--- src/design/erxf_pkg.sv ---
// ----------------------------------------------------------------------------
// erxf_pkg
// Shared types and constants of the receive address filter.
// ----------------------------------------------------------------------------
package erxf_pkg;

    localparam int MAC_W      = 48;
    localparam int HASH_W     = 6;
    localparam int CRC_W      = 32;
    localparam int KIND_W     = 3;
    localparam int CNT_W      = 7;
    localparam int APB_AW     = 5;
    localparam int APB_DW     = 64;
    localparam int IN_DATA_W  = 48;
    localparam int IN_USER_W  = 2;
    localparam int OUT_DATA_W = 16;

    localparam logic [CNT_W-1:0] MAX_LIST = 7'd64;

    localparam logic [MAC_W-1:0] BCAST_ADDR = 48'hFFFF_FFFF_FFFF;
    localparam logic [CRC_W-1:0] CRC_INIT   = 32'hFFFF_FFFF;
    localparam logic [CRC_W-1:0] CRC_POLY   = 32'h04C1_1DB7;

    // register indexes (paddr[4:3])
    localparam logic [1:0] REG_STATION   = 2'd0;
    localparam logic [1:0] REG_PROMISC   = 2'd1;
    localparam logic [1:0] REG_BCAST_DIS = 2'd2;
    localparam logic [1:0] REG_MCAST_EN  = 2'd3;

    // match kinds
    localparam logic [KIND_W-1:0] KIND_NONE    = 3'd0;
    localparam logic [KIND_W-1:0] KIND_PROMISC = 3'd1;
    localparam logic [KIND_W-1:0] KIND_BCAST   = 3'd2;
    localparam logic [KIND_W-1:0] KIND_MCAST   = 3'd3;
    localparam logic [KIND_W-1:0] KIND_INDIV   = 3'd4;

    typedef struct packed {
        logic [MAC_W-1:0] station_address;
        logic             promiscuous;
        logic             broadcast_disable;
        logic             multicast_enable;
    } cfg_t;

    typedef struct packed {
        logic init;
        logic step;
    } crc_ctrl_t;

endpackage

--- src/design/erxf_cfg.sv ---
// ----------------------------------------------------------------------------
// erxf_cfg
// APB register file holding the station address and filter mode bits.
// ----------------------------------------------------------------------------
module erxf_cfg
(
    input  logic                         clk,
    input  logic                         rst_n,
    input  logic                         psel,
    input  logic                         penable,
    input  logic                         pwrite,
    input  logic [erxf_pkg::APB_AW-1:0]  paddr,
    input  logic [erxf_pkg::APB_DW-1:0]  pwdata,
    output logic [erxf_pkg::APB_DW-1:0]  prdata,
    output logic                         pready,
    output erxf_pkg::cfg_t               cfg
);

    erxf_pkg::cfg_t cfg_reg;
    logic           wr_en;
    logic [1:0]     reg_idx;

    assign pready  = 1'b1;
    assign wr_en   = psel & penable & pwrite & pready;
    assign reg_idx = paddr[4:3];
    assign cfg     = cfg_reg;

    always_ff @(posedge clk or negedge rst_n)
    begin
        if (!rst_n)
        begin
            cfg_reg <= '0;
        end
        else if (wr_en)
        begin
            case (reg_idx)
                erxf_pkg::REG_STATION:   cfg_reg.station_address <= pwdata[erxf_pkg::MAC_W-1:0];
                erxf_pkg::REG_PROMISC:   cfg_reg.promiscuous       <= pwdata[0];
                erxf_pkg::REG_BCAST_DIS: cfg_reg.broadcast_disable <= pwdata[0];
                erxf_pkg::REG_MCAST_EN:  cfg_reg.multicast_enable  <= pwdata[0];
                default: ;
            endcase
        end
    end

    always_comb
    begin
        prdata = '0;
        case (reg_idx)
            erxf_pkg::REG_STATION:   prdata[erxf_pkg::MAC_W-1:0] = cfg_reg.station_address;
            erxf_pkg::REG_PROMISC:   prdata[0] = cfg_reg.promiscuous;
            erxf_pkg::REG_BCAST_DIS: prdata[0] = cfg_reg.broadcast_disable;
            erxf_pkg::REG_MCAST_EN:  prdata[0] = cfg_reg.multicast_enable;
            default:                 prdata = '0;
        endcase
    end

endmodule

--- src/design/erxf_crc_unit.sv ---
// ----------------------------------------------------------------------------
// erxf_crc_unit
// Byte-at-a-time CRC-32 engine, reused for every byte of an address.
// ----------------------------------------------------------------------------
module erxf_crc_unit
(
    input  logic                        clk,
    input  logic                        rst_n,
    input  erxf_pkg::crc_ctrl_t         ctrl,
    input  logic [7:0]                  data_byte,
    output logic [erxf_pkg::CRC_W-1:0]  crc
);

    logic [erxf_pkg::CRC_W-1:0] crc_reg;
    logic [erxf_pkg::CRC_W-1:0] crc_next;

    // byte enters lsb first, register shifts msb first
    always_comb
    begin
        logic                       fb;
        logic [erxf_pkg::CRC_W-1:0] c;
        c = crc_reg;
        for (int b = 0; b < 8; b++)
        begin
            fb = c[erxf_pkg::CRC_W-1] ^ data_byte[b];
            c  = {c[erxf_pkg::CRC_W-2:0], 1'b0} ^ (fb ? erxf_pkg::CRC_POLY : '0);
        end
        crc_next = c;
    end

    always_ff @(posedge clk or negedge rst_n)
    begin
        if (!rst_n)
        begin
            crc_reg <= erxf_pkg::CRC_INIT;
        end
        else if (ctrl.init)
        begin
            crc_reg <= erxf_pkg::CRC_INIT;
        end
        else if (ctrl.step)
        begin
            crc_reg <= crc_next;
        end
    end

    assign crc = crc_reg;

endmodule

--- src/design/ethernet_rx_address_filter.sv ---
// ----------------------------------------------------------------------------
// ethernet_rx_address_filter
// Receive address filter with a 64-bit multicast hash table.
// ----------------------------------------------------------------------------
// Input words arrive on s_tvalid/s_tready: s_tdata holds the 48-bit address,
// s_tuser[0] selects a multicast list load (1) or a frame check (0) and
// s_tuser[1] restarts the list on a load word. Every input word yields one
// result word on m_tvalid/m_tready.
// An address is hashed by one CRC-32 engine that takes a byte per cycle; a word
// passes through the accept step, a CRC step for each of its six bytes and one
// decision step that writes the output register. s_tready is high only while the
// sequencer is idle, so a new word is not taken before the last one is decided.
// The result stays in the output register until taken; the decision cycle
// waits while a previous result is still pending, and no input is taken
// meanwhile.
// Reset clears the hash table, the list entry count and all mode registers.
// Registers sit on an APB port at 8-byte steps: station address, promiscuous,
// broadcast disable, multicast enable.
// ----------------------------------------------------------------------------
module ethernet_rx_address_filter
(
    input  logic                             clk,
    input  logic                             rst_n,
    input  logic                             s_tvalid,
    output logic                             s_tready,
    input  logic [erxf_pkg::IN_DATA_W-1:0]   s_tdata,   // [47:0] mac_address
    input  logic [erxf_pkg::IN_USER_W-1:0]   s_tuser,   // [0] req_type, [1] list_start
    output logic                             m_tvalid,
    input  logic                             m_tready,
    // [0] accepted, [3:1] match_kind, [4] group_flag, [10:5] hash_index, [15:11] zero
    output logic [erxf_pkg::OUT_DATA_W-1:0]  m_tdata,
    input  logic                             psel,
    input  logic                             penable,
    input  logic                             pwrite,
    input  logic [erxf_pkg::APB_AW-1:0]      paddr,
    input  logic [erxf_pkg::APB_DW-1:0]      pwdata,
    output logic [erxf_pkg::APB_DW-1:0]      prdata,
    output logic                             pready
);

    typedef enum logic [2:0] {
        ST_IDLE   = 3'b001,
        ST_CRC    = 3'b010,
        ST_DECIDE = 3'b100
    } state_t;

    state_t                              state_reg, state_next;
    logic [2:0]                          cnt_reg, cnt_next;
    logic [erxf_pkg::MAC_W-1:0]          mac_reg;
    logic                                load_reg;
    logic                                start_reg;
    logic [63:0]                         table_reg, table_next;
    logic [erxf_pkg::CNT_W-1:0]          entries_reg, entries_next;
    logic                                m_valid_reg, m_valid_next;
    logic [erxf_pkg::OUT_DATA_W-1:0]     out_reg, out_next;

    erxf_pkg::cfg_t                      cfg;
    erxf_pkg::crc_ctrl_t                 crc_ctrl;
    logic [erxf_pkg::CRC_W-1:0]          crc;
    logic [7:0]                          cur_byte;
    logic [erxf_pkg::HASH_W-1:0]         hash;
    logic                                in_fire;
    logic                                out_free;

    erxf_cfg u_cfg
    (
        .clk     (clk),
        .rst_n   (rst_n),
        .psel    (psel),
        .penable (penable),
        .pwrite  (pwrite),
        .paddr   (paddr),
        .pwdata  (pwdata),
        .prdata  (prdata),
        .pready  (pready),
        .cfg     (cfg)
    );

    erxf_crc_unit u_crc
    (
        .clk       (clk),
        .rst_n     (rst_n),
        .ctrl      (crc_ctrl),
        .data_byte (cur_byte),
        .crc       (crc)
    );

    assign s_tready = (state_reg == ST_IDLE);
    assign in_fire  = s_tvalid & s_tready;
    assign out_free = ~m_valid_reg | m_tready;
    assign m_tvalid = m_valid_reg;
    assign m_tdata  = out_reg;
    assign hash     = crc[7:2];

    assign crc_ctrl.init = in_fire;
    assign crc_ctrl.step = (state_reg == ST_CRC);

    // first wire byte sits in the top bits
    always_comb
    begin
        case (cnt_reg)
            3'd0:    cur_byte = mac_reg[47:40];
            3'd1:    cur_byte = mac_reg[39:32];
            3'd2:    cur_byte = mac_reg[31:24];
            3'd3:    cur_byte = mac_reg[23:16];
            3'd4:    cur_byte = mac_reg[15:8];
            3'd5:    cur_byte = mac_reg[7:0];
            default: cur_byte = 8'h00;
        endcase
    end

    always_comb
    begin
        logic                         acc;
        logic [erxf_pkg::KIND_W-1:0]  kind;
        logic                         grp;
        logic [63:0]                  tbl_base;
        logic [erxf_pkg::CNT_W-1:0]   cnt_base;

        state_next   = state_reg;
        cnt_next     = cnt_reg;
        table_next   = table_reg;
        entries_next = entries_reg;
        m_valid_next = m_valid_reg & ~m_tready;
        out_next     = out_reg;
        acc          = 1'b0;
        kind         = erxf_pkg::KIND_NONE;
        grp          = 1'b0;
        tbl_base     = start_reg ? 64'd0 : table_reg;
        cnt_base     = start_reg ? '0 : entries_reg;

        case (state_reg)
            ST_IDLE:
            begin
                if (in_fire)
                begin
                    state_next = ST_CRC;
                    cnt_next   = 3'd0;
                end
            end
            ST_CRC:
            begin
                cnt_next = cnt_reg + 3'd1;
                if (cnt_reg == 3'd5)
                begin
                    state_next = ST_DECIDE;
                end
            end
            ST_DECIDE:
            begin
                if (out_free)
                begin
                    if (load_reg)
                    begin
                        table_next   = tbl_base;
                        entries_next = cnt_base;
                        if (cnt_base < erxf_pkg::MAX_LIST)
                        begin
                            table_next   = tbl_base | (64'd1 << hash);
                            entries_next = cnt_base + 7'd1;
                        end
                    end
                    else if (cfg.promiscuous)
                    begin
                        acc  = 1'b1;
                        kind = erxf_pkg::KIND_PROMISC;
                    end
                    else if (mac_reg == erxf_pkg::BCAST_ADDR)
                    begin
                        if (!cfg.broadcast_disable)
                        begin
                            acc  = 1'b1;
                            kind = erxf_pkg::KIND_BCAST;
                            grp  = 1'b1;
                        end
                    end
                    else if (mac_reg[40])
                    begin
                        if (cfg.multicast_enable && table_reg[hash])
                        begin
                            acc  = 1'b1;
                            kind = erxf_pkg::KIND_MCAST;
                            grp  = 1'b1;
                        end
                    end
                    else if (mac_reg == cfg.station_address)
                    begin
                        acc  = 1'b1;
                        kind = erxf_pkg::KIND_INDIV;
                    end
                    out_next     = {5'd0, hash, grp, kind, acc};
                    m_valid_next = 1'b1;
                    state_next   = ST_IDLE;
                end
            end
            default:
            begin
                state_next = ST_IDLE;
            end
        endcase
    end

    always_ff @(posedge clk or negedge rst_n)
    begin
        if (!rst_n)
        begin
            state_reg   <= ST_IDLE;
            cnt_reg     <= 3'd0;
            table_reg   <= '0;
            entries_reg <= '0;
            m_valid_reg <= 1'b0;
        end
        else
        begin
            state_reg   <= state_next;
            cnt_reg     <= cnt_next;
            table_reg   <= table_next;
            entries_reg <= entries_next;
            m_valid_reg <= m_valid_next;
        end
    end

    always_ff @(posedge clk)
    begin
        out_reg <= out_next;
        if (in_fire)
        begin
            mac_reg   <= s_tdata;
            load_reg  <= s_tuser[0];
            start_reg <= s_tuser[1];
        end
    end

endmodule
--- config.mk ---
export PLATFORM = sky130hd
export DESIGN_NAME = ethernet_rx_address_filter
export DESIGN_NICKNAME = d
export VERILOG_FILES = /design/src/design/erxf_pkg.sv /design/src/design/erxf_cfg.sv /design/src/design/erxf_crc_unit.sv /design/src/design/ethernet_rx_address_filter.sv
export SDC_FILE = /design/constraint.sdc
export NUM_CORES = 1
export LEC_CHECK = 0
export ABC_AREA = 1
export BUFFER_PORTS_ARGS = -buffer_cell sky130_fd_sc_hd__buf_2
export CAP_MARGIN = 20
export CORE_ASPECT_RATIO = 1.75
export CORE_UTILIZATION = 48
export DETAILED_ROUTE_END_ITERATION = 10
export GPL_ROUTABILITY_DRIVEN = 0
export PLACE_DENSITY = 0.7
export RECOVER_POWER = 100
export SLEW_MARGIN = 40
export SYNTH_ARGS = -nofsm -noshare
export SYNTH_HDL_FRONTEND = slang
export SYNTH_HIERARCHICAL = 1
export SYNTH_SLANG_ARGS = --single-unit
--- constraint.sdc ---
create_clock -name clk -period 3.85 [get_ports clk]
set_input_delay 0.77 -clock clk [delete_from_list [all_inputs] [get_ports clk]]
set_output_delay 0.77 -clock clk [all_outputs]
set_load 0.005 [all_outputs]
==> run metrics <==
die area 25700 um2; commonest non-fill, non-tap cell in the layout nand2_1; Distinct cells, synth 43; Worst Skew 0.0211 ns; area grow syn2layout 13.7%; Sequential Power Share 33.6%; async set or reset register ratio after synthesis 72.9%; Root Buffer Master clkbuf_16; Remaining DRCs 0; Final Cycle Share 82.6%; crit-path max FO 9; largest net degree at the start of global routing 85; CTS Buf Count 21; post-route ant nets 0; commonest cells after routing, fill and taps aside nand2_1, inv_1, nor2_1; crit end category flop; sequential fraction of the synthesis area 48.8%; Mapped Cells 1542; Post-CTS Setup Inserts 0; CP max stage cell dfrtp_1; CTS resizes 0; unrepaired setup endpoints after global routing false; top_reg_cell synth dfrtp_1; 1st-iter DRT viols 590; Worst VDD drop 0.447 mV; Worst R2R End u_crc/crc[23]; minimum hold slack 0.421 ns; Max-slew headroom -46.7%; initial core utilization 48.8%; Switch Pwr 4820 uW; slowest stage delay, CP 0.43 ns; max cap viols 2; DR vias 10600; Core Region 24600 um2; fin nets 1826; worst slew pin tran 2.20 ns; Worst Hold End mac_reg[39]; total power 10900 uW; max FFs per register 64; total wire length after detailed routing 34700 um; Max Slew Vio Count 134; initial antenna violation count 1; CP Data Required Time 4.31 ns; CP Cell Sequence inv_1, ha_1, inv_1, o22ai_1, nor2_1, a31oi_1, inv_1, nand2_1, nand2_1, nand2_4, nand2_4, xor2_2, clkinv_1, nand2_1, nand3_1, nand2_1, inv_1; CTS H-tree depth 1; Hold Startpoint s_tdata[39]; leakage 0.00673 uW; Die W 122 um; worst min path class input port to flop; Post-synth EDFFs 60; number of port buffers 167; latest clock arrival within the worst-skew pair 0.52 ns; Net Sw Frac 44.2%; crit path DAT 3.64 ns; drt wl/cell 17.2 um; final instance area 13700 um2; Via density 5.25; DP Area 13000 um2; Final TNS setup 0 ns; HPWL after detailed placement 26100 um; clock share of power 21.1%; # setup viols final 0; Reg-to-Reg Start cnt_reg[2]; CTS sink cnt 221; hold depth 1; die height 211 um; gr ovfl total 0; Pwr Density 797 nW/um2; Max Freq 314 MHz; synthesis-stage register bit count 221; Worst Setup Start Kind flop; # rows 76; # hold bufs at CTS 0; Hold Fails Final Rpt 0; vias in the first global route 10500; Comb power frac 45.4%; Reg clk slew, reported paths 0.07 ns; drt first pass iters 6; clock buffer depth 3; mapped cell area 12000 um2; violated checks max-capacitance violations, max-slew violations; TritonCTS clock tree yes; status finished with violations; delay-heaviest family, CP simple AND/OR/NAND/NOR gates; proportion of layout cells with a drive suffix above 1 14.2%; Bufs and invs on worst path 5; Mean Syn Cell Area 7.80 um2; cell-internal power 6090 uW; synth warn 6; IO Count 209; final worst path period need 3.18 ns; Overall Global Routing Usage 27.9%; R2R Setup Slk 0.67 ns; R2R depth 17; first-pass GRT wire length 54200 um; Crit Path Class flop to flop
## synth_stat cells (13+ instances only)
cell | number | share of area, %
inv_1 | 213 | 6.6
dfstp_2 | 33 | 7.2
nor3_1 | 14 | 0.58
xor2_1 | 34 | 2.5
clkbuf_1 | 18 | 0.56
nand2_2 | 16 | 0.83
a21oi_1 | 17 | 0.71
buf_2 | 23 | 0.96
buf_4 | 25 | 1.6
o22ai_1 | 65 | 3.4
inv_2 | 13 | 0.41
nand4_1 | 46 | 2.4
nand3_1 | 70 | 2.9
edfxtp_1 | 60 | 15
nand2_1 | 474 | 15
nor2_1 | 147 | 4.6
o21ai_0 | 62 | 2.6
dfrtp_1 | 128 | 27
o21ai_1 | 14 | 0.58
## power groups by stage
| stage | Clock (uW) | Sequential, uW | Combinational (uW) |
|---|---|---|---|
| final | 2300 | 3660 | 4950 |
| after floorplan | 0 | 3470 | 3780 |
| after detailed placement | 0 | 3700 | 4930 |
| after global placement | 0 | 3680 | 4840 |
| after CTS | 2330 | 3660 | 4960 |
| after global routing | 2410 | 3730 | 5530 |
## area by class of cell
cell class | instances | area, um2
fillers | 2359 | 10900
flip-flops and latches | 221 | 5870
multi-input cells | 1039 | 4910
repair buffers | 183 | 886
inverters | 228 | 856
clock buffers | 23 | 543
well taps | 312 | 390
clock inverters | 15 | 224
diodes | 1 | 2.50
## kinds of logic (layout without fill, tap and decap cells)
kind of cell	after synthesis	count (layout)	synth area share [%]
and+or+nand+nor	789	789	27.7
AOI/OAI and AO/OA	176	176	8.34
adders and majority gates	6	6	0.624
DFF	221	221	48.8
buffers and inverters	301	449	10.8
xor gates and xnor gates	46	46	3.54
other	3	23	0.0936
## layer usage
layer	vias up	share of wire (%)	GRT usage (%)	wire length, um
li1	5158	-	-	-
met1	4961	34	27.1	11800
met2	379	54	52.3	18900
met3	126	3.9	3.21	1350
met4	0	7.7	21.3	2690
met5	-	0	0	0
## worst max path at each step
stage / startpoint / to / cells past startpoint
5_1_grt: state_reg[1] / table_reg[47] / 9
3_3_place_gp: cnt_reg[1] / u_crc/crc[15] / 15
2_1_floorplan: state_reg[0] / u_crc/crc[1] / 10
6_report: cnt_reg[2] / u_crc/crc[23] / 17
4_1_cts: cnt_reg[2] / u_crc/crc[23] / 15
3_5_place_dp: cnt_reg[1] / u_crc/crc[15] / 15
## stage by stage
stage          util [%]  setup slack, ns  std cells
2_1_floorplan         -            0.838       1561
3_3_place_gp       52.8             1.05       1983
3_5_place_dp       52.8             1.04       1983
4_1_cts            55.9             1.00       2021
5_1_grt            55.5            0.395       2022
6_report           55.5            0.669       2022
No activity file was read; power rests on OpenSTA's default activity.
